## src/rtl/core/rda_pkg.sv

```systemverilog
// Shared constants and beat types for the radial dead zone axis block.
package rda_pkg;

    // Pipeline depths, one bit step per stage
    localparam int SQRT_LAT       = 28;                 // 56-bit radicand, 28 root bits
    localparam int FDIV_LAT       = 49;                 // direction fraction, Q48 quotient
    localparam int AXIS_FRAC_BITS = 15;
    localparam int TDIV_LAT       = 16;                 // magnitude / travel radius
    localparam int KDIV_LAT       = AXIS_FRAC_BITS + 1; // rescale quotient bits
    localparam int MAG_LAT        = SQRT_LAT + TDIV_LAT + 1 + KDIV_LAT;
    localparam int AXIS_LAT       = FDIV_LAT + SQRT_LAT;
    localparam int KDLY           = AXIS_LAT - MAG_LAT;

    localparam logic [15:0] AXIS_SAT       = 16'd32767;
    localparam logic [11:0] PAD_RADIUS_RST = 12'd50;
    localparam logic [15:0] DEAD_ZONE_RST  = 16'd7864;

    // Register index (word address bit 2)
    localparam logic REG_PAD_RADIUS = 1'b0;
    localparam logic REG_DEAD_ZONE  = 1'b1;

    typedef struct packed {
        logic               pressed;
        logic signed [15:0] pos_x;
        logic signed [15:0] pos_y;
    } t_rda_in;

    typedef struct packed {
        logic signed [15:0] axis_x;
        logic signed [15:0] axis_y;
    } t_rda_out;

endpackage

```

## src/rtl/core/rda_sqrt.sv

```systemverilog
// Pipelined integer square root, one root bit per stage.
module rda_sqrt (
    input  logic        i_clk,
    input  logic        i_rst_n,
    input  logic        i_valid,
    input  logic [55:0] i_rad,
    output logic        o_valid,
    output logic [27:0] o_root
);
    import rda_pkg::*;

    typedef struct packed {
        logic [55:0] rad;
        logic [31:0] rem;
        logic [27:0] root;
    } t_sq_st;

    function automatic t_sq_st sq_step(input t_sq_st a);
        logic [31:0] rem2;
        logic [31:0] trial;
        t_sq_st      o;
        rem2  = {a.rem[29:0], a.rad[55:54]};
        trial = {2'b00, a.root, 2'b01};
        o.rad = {a.rad[53:0], 2'b00};
        if (rem2 >= trial) begin
            o.rem  = rem2 - trial;
            o.root = {a.root[26:0], 1'b1};
        end else begin
            o.rem  = rem2;
            o.root = {a.root[26:0], 1'b0};
        end
        return o;
    endfunction

    t_sq_st              r_st [SQRT_LAT];
    logic [SQRT_LAT-1:0] r_vld;

    always_ff @(posedge i_clk) begin
        if (!i_rst_n) begin
            r_vld <= '0;
        end else begin
            r_vld <= {r_vld[SQRT_LAT-2:0], i_valid};
        end
    end

    always_ff @(posedge i_clk) begin
        r_st[0] <= sq_step(t_sq_st'{rad: i_rad, rem: 32'd0, root: 28'd0});
        for (int s = 1; s < SQRT_LAT; s++) begin
            r_st[s] <= sq_step(r_st[s-1]);
        end
    end

    assign o_valid = r_vld[SQRT_LAT-1];
    assign o_root  = r_st[SQRT_LAT-1].root;

endmodule

```

## config.mk

```make
export PLATFORM = sky130hd
export DESIGN_NAME = rda_sqrt
export DESIGN_NICKNAME = d
export VERILOG_FILES = /design/src/rtl/core/rda_pkg.sv /design/src/rtl/core/rda_sqrt.sv
export SDC_FILE = /design/constraint.sdc
export NUM_CORES = 2
export LEC_CHECK = 0
export BUFFER_PORTS_ARGS = -buffer_cell sky130_fd_sc_hd__buf_2
export CAP_MARGIN = 40
export CORE_MARGIN = 2
export CORE_UTILIZATION = 45
export DETAILED_ROUTE_END_ITERATION = 8
export GPL_ROUTABILITY_DRIVEN = 0
export PLACE_DENSITY_LB_ADDON = 0.05
export SLEW_MARGIN = 20
export SYNTH_ARGS = -nofsm -noshare
export SYNTH_HDL_FRONTEND = slang
export SYNTH_SLANG_ARGS = --single-unit
```

## constraint.sdc

```tcl
create_clock -name i_clk -period 8 [get_ports i_clk]
set_input_delay 1.6 -clock i_clk [delete_from_list [all_inputs] [get_ports i_clk]]
set_output_delay 1.6 -clock i_clk [all_outputs]
set_load 0.01 [all_outputs]
```

==> summary.md <==
| Metric | Value |
|---|---|
| Status | `finished, final reports clean` |
| Clk root buf | `clkbuf_16` |
| Ports | `between 80 and 90` |
| Post-route ant nets | `0` |
| Final max-slew violation count | `0` |
| RSZ-0062 raised after global routing | `false` |
| Skew-Pair Late Insertion Delay | `820 ps` |
| Number of post-CTS setup repair buffers | `0` |
| Max Clk Rate | `~270 MHz` |
| Clk_skew | `32.64 ps` |
| Share of cells above drive strength 1 | `7.850%` |
| Register bit count reported by yosys | `1958` |
| Worst hold start | `r_st[0][1246]$_DFF_P_` |
| Sw frac | `between 20% and 30%` |
| Grt met3 use | `3.140%` |
| R2r worst-path depth | `9` |
| Post-synth cell types | `80` |
| Row cnt | `145` |
| Seq/Total Area, Yosys | `55.07%` |
| Setup ws final | `4272 ps` |
| Max-Cap Viols | `0` |
| Vias in the first global route | `46270` |
| Fin area | `80940 sq um` |
| Reg2Reg Setup Slack | `around 4300 ps` |
| Total number of vias | `47120` |
| Pre-antenna DRT Iters | `5` |
| Worst slew pin tran | `847.4 ps` |
| Final Hold Viols | `0` |
| CP Class | `reg2reg` |
| Total power | `approximately 26 mW` |
| Post-layout util | `approximately 52%` |
| CP Launch Type | `flop` |
| CORE AREA | `156600 sq um` |
| DRC viols | `0` |
| Period utilisation layout | `46.60%` |
| Hold buffer count at CTS | `0` |
| Busiest metal layer after global routing | `met2` |
| Met2 usage | `32.12%` |
| Mapped Nets | `7477` |
| Drt via density | `5.035` |
| H-tree depth | `4` |
| Post-synth EDFFs | `0` |
| Required time of the critical path | `8740 ps` |
| Yosys top cell by area | `dfxtp_1` |
| Combinational Power Share | `15.3%` |
| Minimum clock period | `3728 ps` |
| Num CTS Buffers | `197` |
| FF-to-FF Start | `r_st[0][1071]$_DFF_P_` |
| Layout area overhead | `13.72%` |
| Psw | `~7.3 mW` |
| Top cell type's share of synthesized area | `about 55%` |
| Hold path endpoint | `r_st[0][1362]$_DFF_P_` |
| CTS tree | `done` |
| Global-route wire length before repair | `approximately 240 mm` |
| Slew HR | `a little over two fifths` |
| Drt wl/cell | `15.79 microns` |
| Clk pin slew, worst setup/hold paths | `around 60 ps` |
| Nets | `7627` |
| Part of the power in registers | `47.8%` |
| VDD IR-drop max | `0.2495 mV` |
| Post-synthesis instance area | `71170 sq um` |
| Final setup fails | `0` |
| Number of synthesis warnings | `0` |
| Slowest CP cell | `or4_1` |
| P_int | `19.11 mW` |
| DRT iter0 DRCs | `2420` |
| Total die area | `161400 sq um` |
| Pleak | `about 38 nW` |
| FF-to-FF End | `r_st[0][1193]$_DFF_P_` |
| Crit-path most repeated cell | `or4_1` |
| Clock power share | `37.0%` |
| Die Ht | `401.7 microns` |
| DIE WIDTH | `401.7 microns` |
| Avg Inst Size Synth | `10.19 sq um` |
| Worst-path cell chain | `or4_1 -> or3_1 -> or4_1 -> or4_1 -> nor2_1 -> nand2_1 -> and4_1 -> nand2_1 -> xnor2_1` |
| Total GRT Usage | `between 10% and 20%` |
| Initial Util | `45.46%` |
| Grt met1 use | `between 20% and 30%` |
| CP endpoint kind | `flop` |
| Top cells by area, synth | `dfxtp_1 55%, ha_1 7.7%, xnor2_1 4.0%` |
| # clock sinks | `around 2000` |
| Crit path max fanout | `21` |
| Input/output buffers | `87` |
| Worst Hold Class | `reg2reg` |
| Longest Clk Path Bufs | `3` |
| DRT Wirelength | `147.7 mm` |
| Initial antenna violation count | `8` |
| Cell Pwr Density | `around 330 nW/um^2` |
| Critical Path AT | `4460 ps` |
| Ys async rst share | `0%` |
| Most used flip-flop cell after synthesis | `dfxtp_1` |
| Worst Hold Depth | `0` |
| Grt total ovfl | `0` |
| Largest net degree at the start of global routing | `50` |
| Dpl cell area | `73740 sq um` |
| Pre-CTS setup slack | `between 4000 and 5000 ps` |
| Dpl hpwl | `around 110 mm` |
| Post-CTS sizing | `0` |
| Max incr delay on CP | `540 ps` |
| Fin Setup TNS | `0 ps` |
| Post-Synthesis Cells | `6982` |
[final cells by class]
type                       instances  area (sq um)
tap                             2058          2575
fill                           14220         75630
clock inverter                   107          1580
antenna                            1         2.502
clock buffer                     259          5583
inverter                         557          2091
sequential                      1958         39200
multi-input combinational       4305         29240
timing repair buffer             113         670.6
[per-layer routing]
metal	vias to the layer above	routed length, microns
met2	868	72680
li1	24120	-
met5	-	21
met3	323	5558
met4	4	4857
met1	21810	64620
[kinds of logic after synthesis]
| group | Yosys count | share of synthesized area (%) |
|---|---|---|
| DFF | 1958 | 55.07 |
| and+or+nand+nor | 1800 | 12.48 |
| AOI/OAI and AO/OA | 1357 | 11.87 |
| buffers and inverters | 719 | 3.952 |
| xor gates and xnor gates | 652 | 8.023 |
| adders and majority gates | 436 | 7.665 |
| muxes | 59 | 0.9300 |
| other | 1 | 0.005269 |
[synthesized netlist by cell type, drive strengths merged (40+ instances only)]
master	count
or4	52
clkbuf	120
inv	555
nor2	454
xor2	326
nor2b	53
a21oi	411
nor3	164
nand2	461
xnor2	326
or3	65
a21o	170
o31ai	40
mux2	57
ha	436
nand3	108
nand2b	77
o21a	70
and2	53
dfxtp	1958
nor4	92
o21ai	360
buf	42
nand4	66
[worst max-delay path: cells and delay by family (launching register included)]
| kind | cells | cell delay (ps) |
|---|---|---|
| flip-flops | 1 | 330 |
| XOR/XNOR | 1 | 120 |
| AND/OR/NAND/NOR | 8 | 3220 |
[power groups by stage]
stage	logic, mW	registers [mW]	clock network [mW]
final	4.03	12.6	9.77
after global placement	4.01	12.9	0
after CTS	4.06	12.7	10.1
after global routing	4.56	12.8	10.5
after detailed placement	4.04	12.9	0
after floorplan	3.22	12.3	0
[placed cells by master (no fill, tap or decap), types with 197 or more instances in the layout]
| cell type | synthesis | layout |
|---|---|---|
| dfxtp_1 | 1958 | 1958 |
| inv_1 | 555 | 555 |
| nand2_1 | 461 | 461 |
| nor2_1 | 454 | 453 |
| ha_1 | 436 | 436 |
| a21oi_1 | 411 | 410 |
| o21ai_0 | 360 | 359 |
| xnor2_1 | 326 | 326 |
| xor2_1 | 326 | 326 |
| clkbuf_16 | 0 | 197 |
[sequential cells by signal, indices dropped and copies added, names as in the netlist]
signal	count
r_vld	28
r_st	1930
[through the flow]
step	cells	hold WS [ps]
after global routing	9357	310.5
final	9358	310.8
after floorplan	6982	309.6
after global placement	8981	309.5
after CTS	9353	314.1
after detailed placement	8987	312.1
[worst max-delay path by stage]
stage / from / depth (start not counted) / end / slack, ps
3_3_place_gp: r_st[0][1412]$_DFF_P_ / 9 / r_st[0][1529]$_DFF_P_ / 4100
2_1_floorplan: r_st[1][798]$_DFF_P_ / 11 / r_st[1][965]$_DFF_P_ / 4900
5_1_grt: r_st[0][1071]$_DFF_P_ / 9 / r_st[0][1195]$_DFF_P_ / 3930
3_5_place_dp: r_st[0][1071]$_DFF_P_ / 9 / r_st[0][1187]$_DFF_P_ / 4290
6_report: r_st[0][1071]$_DFF_P_ / 9 / r_st[0][1193]$_DFF_P_ / 4270
4_1_cts: r_st[0][1071]$_DFF_P_ / 9 / r_st[0][1193]$_DFF_P_ / 4250
Power figures use the tool's default switching activity.
