$ cat src/rtl/core/rda_pkg.sv
// Shared constants and beat types for the radial dead zone axis block.
package rda_pkg;

    // Pipeline depths, one bit step per stage
    localparam int SQRT_LAT       = 28;                 // 56-bit radicand, 28 root bits
    localparam int FDIV_LAT       = 49;                 // direction fraction, Q48 quotient
    localparam int AXIS_FRAC_BITS = 15;
    localparam int TDIV_LAT       = 16;                 // magnitude / travel radius
    localparam int KDIV_LAT       = AXIS_FRAC_BITS + 1; // rescale quotient bits
    localparam int MAG_LAT        = SQRT_LAT + TDIV_LAT + 1 + KDIV_LAT;
    localparam int AXIS_LAT       = FDIV_LAT + SQRT_LAT;
    localparam int KDLY           = AXIS_LAT - MAG_LAT;

    localparam logic [15:0] AXIS_SAT       = 16'd32767;
    localparam logic [11:0] PAD_RADIUS_RST = 12'd50;
    localparam logic [15:0] DEAD_ZONE_RST  = 16'd7864;

    // Register index (word address bit 2)
    localparam logic REG_PAD_RADIUS = 1'b0;
    localparam logic REG_DEAD_ZONE  = 1'b1;

    typedef struct packed {
        logic               pressed;
        logic signed [15:0] pos_x;
        logic signed [15:0] pos_y;
    } t_rda_in;

    typedef struct packed {
        logic signed [15:0] axis_x;
        logic signed [15:0] axis_y;
    } t_rda_out;

endpackage

$ cat src/rtl/core/rda_sqrt.sv
// Pipelined integer square root, one root bit per stage.
module rda_sqrt (
    input  logic        i_clk,
    input  logic        i_rst_n,
    input  logic        i_valid,
    input  logic [55:0] i_rad,
    output logic        o_valid,
    output logic [27:0] o_root
);
    import rda_pkg::*;

    typedef struct packed {
        logic [55:0] rad;
        logic [31:0] rem;
        logic [27:0] root;
    } t_sq_st;

    function automatic t_sq_st sq_step(input t_sq_st a);
        logic [31:0] rem2;
        logic [31:0] trial;
        t_sq_st      o;
        rem2  = {a.rem[29:0], a.rad[55:54]};
        trial = {2'b00, a.root, 2'b01};
        o.rad = {a.rad[53:0], 2'b00};
        if (rem2 >= trial) begin
            o.rem  = rem2 - trial;
            o.root = {a.root[26:0], 1'b1};
        end else begin
            o.rem  = rem2;
            o.root = {a.root[26:0], 1'b0};
        end
        return o;
    endfunction

    t_sq_st              r_st [SQRT_LAT];
    logic [SQRT_LAT-1:0] r_vld;

    always_ff @(posedge i_clk) begin
        if (!i_rst_n) begin
            r_vld <= '0;
        end else begin
            r_vld <= {r_vld[SQRT_LAT-2:0], i_valid};
        end
    end

    always_ff @(posedge i_clk) begin
        r_st[0] <= sq_step(t_sq_st'{rad: i_rad, rem: 32'd0, root: 28'd0});
        for (int s = 1; s < SQRT_LAT; s++) begin
            r_st[s] <= sq_step(r_st[s-1]);
        end
    end

    assign o_valid = r_vld[SQRT_LAT-1];
    assign o_root  = r_st[SQRT_LAT-1].root;

endmodule

$ cat src/rtl/core/rda_mag.sv
// Magnitude path: sqrt, divide by travel radius, dead zone test, rescale gain.
module rda_mag (
    input  logic        i_clk,
    input  logic        i_rst_n,
    input  logic        i_valid,
    input  logic [31:0] i_s,
    input  logic [11:0] i_t,
    input  logic [23:0] i_tt,
    input  logic [15:0] i_dz,
    output logic        o_valid,
    output logic [15:0] o_k,
    output logic        o_dead
);
    import rda_pkg::*;

    localparam int POST_LAT = MAG_LAT - SQRT_LAT;

    typedef struct packed {
        logic [12:0] rem;
        logic [15:0] low;
        logic [15:0] q;
        logic        outside;
    } t_td_st;

    typedef struct packed {
        logic [16:0] r;
        logic [15:0] k;
        logic        dead;
    } t_k_st;

    function automatic t_td_st td_step(input t_td_st a, input logic [11:0] t);
        logic [12:0] rem2;
        logic [12:0] diff;
        logic        ge;
        t_td_st      o;
        rem2      = {a.rem[11:0], a.low[15]};
        diff      = rem2 - {1'b0, t};
        ge        = (rem2 >= {1'b0, t});
        o.rem     = ge ? diff : rem2;
        o.low     = {a.low[14:0], 1'b0};
        o.q       = {a.q[14:0], ge};
        o.outside = a.outside;
        return o;
    endfunction

    function automatic t_k_st k_first(input logic [16:0] n, input logic [16:0] den,
                                      input logic dead);
        logic  ge;
        t_k_st o;
        ge     = (n >= den);
        o.r    = ge ? (n - den) : n;
        o.k    = {15'd0, ge};
        o.dead = dead;
        return o;
    endfunction

    function automatic t_k_st k_step(input t_k_st a, input logic [16:0] den);
        logic [17:0] r2;
        logic [17:0] d2;
        logic [17:0] diff;
        logic        ge;
        t_k_st       o;
        r2     = {a.r, 1'b0};
        d2     = {1'b0, den};
        diff   = r2 - d2;
        ge     = (r2 >= d2);
        o.r    = ge ? diff[16:0] : r2[16:0];
        o.k    = {a.k[14:0], ge};
        o.dead = a.dead;
        return o;
    endfunction

    logic                w_sq_vld;
    logic [27:0]         w_root;
    logic [SQRT_LAT-1:0] r_out_dly;
    logic [POST_LAT-1:0] r_vld;
    t_td_st              r_td [TDIV_LAT];
    t_k_st               r_k  [KDIV_LAT];
    logic [16:0]         r_c1_n;
    logic                r_c1_dead;
    logic [16:0]         w_den;
    logic [16:0]         w_c;
    t_td_st              w_td_last;

    // Only inside travel (s < T*T < 2^24) does the root matter
    rda_sqrt u_sqrt (
        .i_clk   (i_clk),
        .i_rst_n (i_rst_n),
        .i_valid (i_valid),
        .i_rad   ({i_s[23:0], 32'd0}),
        .o_valid (w_sq_vld),
        .o_root  (w_root)
    );

    assign w_den     = 17'h10000 - {1'b0, i_dz};
    assign w_td_last = r_td[TDIV_LAT-1];
    assign w_c       = w_td_last.outside ? 17'h10000 : {1'b0, w_td_last.q};

    always_ff @(posedge i_clk) begin
        if (!i_rst_n) begin
            r_vld <= '0;
        end else begin
            r_vld <= {r_vld[POST_LAT-2:0], w_sq_vld};
        end
    end

    always_ff @(posedge i_clk) begin
        r_out_dly <= {r_out_dly[SQRT_LAT-2:0], (i_s >= {8'd0, i_tt})};
        r_td[0]   <= td_step(t_td_st'{rem: {1'b0, w_root[27:16]}, low: w_root[15:0],
                                      q: 16'd0, outside: r_out_dly[SQRT_LAT-1]}, i_t);
        for (int s = 1; s < TDIV_LAT; s++) begin
            r_td[s] <= td_step(r_td[s-1], i_t);
        end
        r_c1_n    <= w_c - {1'b0, i_dz};
        r_c1_dead <= !w_td_last.outside && (w_td_last.q <= i_dz);
        r_k[0]    <= k_first(r_c1_n, w_den, r_c1_dead);
        for (int s = 1; s < KDIV_LAT; s++) begin
            r_k[s] <= k_step(r_k[s-1], w_den);
        end
    end

    assign o_valid = r_vld[POST_LAT-1];
    assign o_k     = r_k[KDIV_LAT-1].k;
    assign o_dead  = r_k[KDIV_LAT-1].dead;

endmodule

$ cat config.mk
export PLATFORM = sky130hd
export DESIGN_NAME = rda_mag
export DESIGN_NICKNAME = d
export VERILOG_FILES = /design/src/rtl/core/rda_pkg.sv /design/src/rtl/core/rda_sqrt.sv /design/src/rtl/core/rda_mag.sv
export SDC_FILE = /design/constraint.sdc
export NUM_CORES = 2
export LEC_CHECK = 0
export BUFFER_PORTS_ARGS = -buffer_cell sky130_fd_sc_hd__buf_2
export CAP_MARGIN = 30
export CORE_MARGIN = 5
export CORE_UTILIZATION = 44
export CTS_CLUSTER_DIAMETER = 80
export DETAILED_ROUTE_END_ITERATION = 10
export GPL_TIMING_DRIVEN = 0
export HOLD_SLACK_MARGIN = 0.15
export PLACE_DENSITY_LB_ADDON = 0.15
export SLEW_MARGIN = 0
export SYNTH_ARGS = -nofsm -noshare
export SYNTH_HDL_FRONTEND = slang
export SYNTH_MEMORY_MAX_BITS = 65536
export SYNTH_SLANG_ARGS = --single-unit
export TNS_END_PERCENT = 5
$ cat constraint.sdc
create_clock -name i_clk -period 7.6 [get_ports i_clk]
set_input_delay 0 -clock i_clk [delete_from_list [all_inputs] [get_ports i_clk]]
set_output_delay 0 -clock i_clk [all_outputs]
set_load 0.01 [all_outputs]
==> results.txt <==
* Distinct cells, synth: 94
- Utilization after layout: about 50%
- The first detailed-routing pass took 8 iterations.
- Height of the die: between 400 and 500 µm
- Subtracting the final worst setup slack from the clock period gives between 7 and 8 ns.
* Setup CP Type: in2reg
- In the routed design, unresolved DRC markers number 0.
- # nets final: 11800
- CTS Sinks: approximately 2300
* Number of enable-type register cells in the synthesized netlist: 0
- CP Data Required Time: between 8 and 9 ns
- Largest net degree at the start of global routing: 22
- The die is ~480 µm wide.
* Aggregate global routing overflow: 0
- The cell that appears most often on the critical path is sky130_fd_sc_hd__clkbuf_1.
- After routing the design area is about 0.11 mm².
* Via count of the first global-routing pass: between 70000 and 80000
- After clock tree synthesis, the clock-pin slew on the worst setup and hold paths is roughly 0.060 ns.
- In this run the static leakage power is 0.0523 µW.
- The synthesized netlist occupies a cell area of ~0.1 mm².
* Endpoint kind of the worst setup timing path: flip-flop
- On the final layout, the worst clock skew is between 0.07 and 0.08 ns.
- Setup repair after global routing left no endpoint under its margin.
* CTS tree: done
* Post-Place Worst Slack: -2.53 ns
- Initial antenna violation count: 3
- Signed area change from the synthesized netlist to the final layout: 15.6%
- Row generation in the floorplan step produced 174 rows.
- After synthesis, the largest family of logic cells by area is compound AO/OA/AOI/OAI gates.
- Clk buf depth: 3
- In this run the cell area measured after placement is roughly 0.10 mm².
- The worst pin sits at a relative slew slack of approximately 29%.
- Transition time of the tightest slew-check pin: approximately 1.1 ns
* Post-synthesis xor/xnor area fraction: between 8 and 9%
- Worst-Skew Late Latency: a little over 0.9 ns
* Top-level I/O count: about 110
- After filler insertion, the fill cell instance count of the layout stands at between 20000 and 25000.
* Synth Area in Compound Gates: about 14%
* Deepest level of the CTS H-tree: 4
* Final hold vios: 0
* Total Routing Usage GR: between 10% and 20%
* Final antenna-violating net count: 0
- Drt initial violations: 4199
- The number of clock buffers added by TritonCTS is ~240.
- Cells with a size suffix above 1 make up 8.65% of the layout.
- Routed via count divided by cell count: between 5 and 6
* CP startpoint kind: input port
* Status: complete, no violations
- The largest single stage delay on the critical path is 0.58 ns.
* Maximum operating frequency: about 0.13 GHz
* Critical-path cell with the highest stage delay: sky130_fd_sc_hd__xnor2_1
* Number of maximum-capacitance constraint violations: 0
* Adder-cell area share of the yosys netlist: between 10 and 15%
- For the worst setup path, the data arrival time is slightly above 8 ns.
- For this run, the number of Yosys warnings is 0.
- Core Region: about 0.22 mm²
- Total via count after detailed routing: around 73000
- Fraction of the yosys area taken by sequential cells: between 40 and 50%
- Of the available clock period, the critical path in the final layout requires 99.3%.
- The congestion estimate from routability-driven global placement came to 0.895.
- Clock Root Buffer: sky130_fd_sc_hd__clkbuf_16
* Post-synthesis cell count: slightly above 10000
* Full die area: around 0.24 mm²
- Average wire length per cell after detail routing: 17.0 µm
- Total of buffers placed on input and output ports: about 100
- Along the worst path, the maximum fanout reaches 15.
* Share of flip-flops with an asynchronous set or reset: 0%
- Final hold analysis gives a worst-case slack of 0.237 ns.
* Max VDD drop: 0.251 mV
- The sequential cells in the finished layout cover a total of around 0.045 mm².
- The initial utilization of the core area, before any placement, comes to between 40% and 50%.
- Number of setup violations in the final report: 0
* Area share of and/or/nand/nor cells after synthesis: between 10% and 20%
- The signal on the critical path passes through buf_2, clkbuf_2, clkbuf_1, inv_1, ha_1, clkbuf_1, nand4_1, xnor2_1, clkbuf_1, buf_6, clkbuf_1, clkbuf_2, clkbuf_1, clkbuf_4, ha_1, and4_1, a41o_1, a21oi_1, o21a_1, clkbuf_1, clkbuf_1, o21ai_0.
* Synthesized Nets: 11300
- Synthesis inferred between 2000 and 2500 register bits.
* Number of buffers added for setup after CTS: 0
- Highest-count cells in the layout ignoring fill and taps: sky130_fd_sc_hd__dfxtp_1, sky130_fd_sc_hd__nor2_1, sky130_fd_sc_hd__ha_1, sky130_fd_sc_hd__inv_1, sky130_fd_sc_hd__a21oi_1
- The library cell used most frequently in the layout, excluding fill and tap cells, is sky130_fd_sc_hd__dfxtp_1.
- Final worst-path setup slack: 0.0545 ns
- The path class of the tightest hold or removal check is in2reg.
* First-pass GRT wire length: 383000 µm
* Mux share of post-synthesis cell area: approximately 3.1%
- Final max-slew violation count: 0
* Predominant post-synthesis flop cell: sky130_fd_sc_hd__dfxtp_1
- Detailed placement HPWL: 182000 µm
- The final layout contains routed wiring with a total length of between 200000 and 250000 µm.
- In the final layout, the multi-input gates occupy ~0.05 mm².
- Total power per unit cell area: 378 mW/mm²
* Average instance area after synthesis: roughly 9.6 µm²
flip-flops by register name (all words and copies together), names as in the netlist:
name and flops:
r_c1_dead 1, r_c1_n 17, r_k 407, r_out_dly 28, r_td 452, r_vld 33
u_sqrt.r_st 1291, u_sqrt.r_vld 28
path summary, 6_finish.rpt:
path | end | startpoint | slack [ns] | depth (start not counted)
setup / recovery | r_k[0][31]$_DFF_P_ | i_dz[1] | 0.05 | 22
hold / removal | r_td[1][264]$_DFF_P_ | i_t[7] | 0.24 | 6
setup reg to reg | u_sqrt.r_st[1][502]$_DFF_P_ | u_sqrt.r_st[1][371]$_DFF_P_ | 2.10 | 15
hold reg to reg | r_out_dly[25]$_DFF_P_ | r_out_dly[24]$_DFF_P_ | 0.27 | 0
synth_stat cells (34+ instances only):
cell type                     n  area share [%]
sky130_fd_sc_hd__a211oi_1    80            0.61
sky130_fd_sc_hd__mux2i_1     34            0.34
sky130_fd_sc_hd__nand3_1    159            0.80
sky130_fd_sc_hd__or2_2       45            0.28
sky130_fd_sc_hd__o21a_1      98            0.74
sky130_fd_sc_hd__dfxtp_1   2257              46
sky130_fd_sc_hd__o31ai_1     87            0.66
sky130_fd_sc_hd__xnor2_1    625             5.5
sky130_fd_sc_hd__o21ai_0    536             2.7
sky130_fd_sc_hd__a21boi_0    89            0.67
sky130_fd_sc_hd__and3_1      43            0.27
sky130_fd_sc_hd__a21oi_1    690             3.5
sky130_fd_sc_hd__nor4_1      86            0.54
sky130_fd_sc_hd__mux2_2     242             2.7
sky130_fd_sc_hd__maj3_1      40            0.40
sky130_fd_sc_hd__nand2b_1   151            0.95
sky130_fd_sc_hd__inv_1      785             3.0
sky130_fd_sc_hd__a31oi_1     40            0.25
sky130_fd_sc_hd__clkbuf_1   169            0.64
sky130_fd_sc_hd__nor2b_1    141            0.89
sky130_fd_sc_hd__nand3b_1    37            0.28
sky130_fd_sc_hd__nor3_1     195            0.98
sky130_fd_sc_hd__or3_1       81            0.51
sky130_fd_sc_hd__and2_1     113            0.71
sky130_fd_sc_hd__ha_1       820              10
sky130_fd_sc_hd__or4_1       37            0.28
sky130_fd_sc_hd__a21o_1     205             1.6
sky130_fd_sc_hd__o211ai_1    35            0.26
sky130_fd_sc_hd__nor2_1     827             3.1
sky130_fd_sc_hd__nand2_1    651             2.5
sky130_fd_sc_hd__o21bai_1    95            0.72
sky130_fd_sc_hd__nand4_1    113            0.71
sky130_fd_sc_hd__xor2_1     357             3.2
layout make-up:
class	instances	area share, %
Antenna cell	2	0.00436
Buffer	200	0.697
Inverter	790	2.59
Clock inverter	141	1.92
Tap cell	2992	3.26
Multi-Input combinational cell	7119	43.9
Timing Repair Buffer	289	2.42
Sequential cell	2257	39.4
Clock buffer	304	5.81
critical path: cells and delay by family:
kind,cells,cell delay [ns]
buffers and inverters,13,5.84
AO/OA/AOI/OAI,4,0.82
adder cells (fa/ha/maj),2,0.58
XOR/XNOR,1,0.58
AND/OR/NAND/NOR,2,0.40
where the power goes:
part | switching, µW | internal (µW)
Sequential | 2000 | 15000
Combinational | 7300 | 6480
Clock | 4990 | 7620
what timing repair did:
action                                  in CTS  in global routing
endpoints found under the setup margin      18                  9
gates resized for setup                      8                  5
hold buffers                               125                  0
hold endpoints to repair                   259                  0
kinds of logic (layout without fill, tap and decap cells):
family,after synthesis,count (layout)
simple gates,2764,2764
flops,2257,2257
compound gates,2201,2201
buf+inv,995,1724
xor+xnor,982,982
fa+ha+maj,893,893
mux,278,278
other cells,1,3
metrics by stage:
stage                     cells  setup TNS, ns  power, µW
final                     14100              0      43400
after global routing      14100              0      46200
after CTS                 14100              0      43700
after detailed placement  13500         -72.55      30700
after global placement    13500        -517.70      30500
after floorplan           10400              0      27300
metal layers:
layer	GRT usage, %	wire, µm
met5	0	0
met1	26.0	110000
met4	7.10	8520
met3	2.92	11100
met2	33.1	109000
No activity file was read; power rests on OpenSTA's default activity.
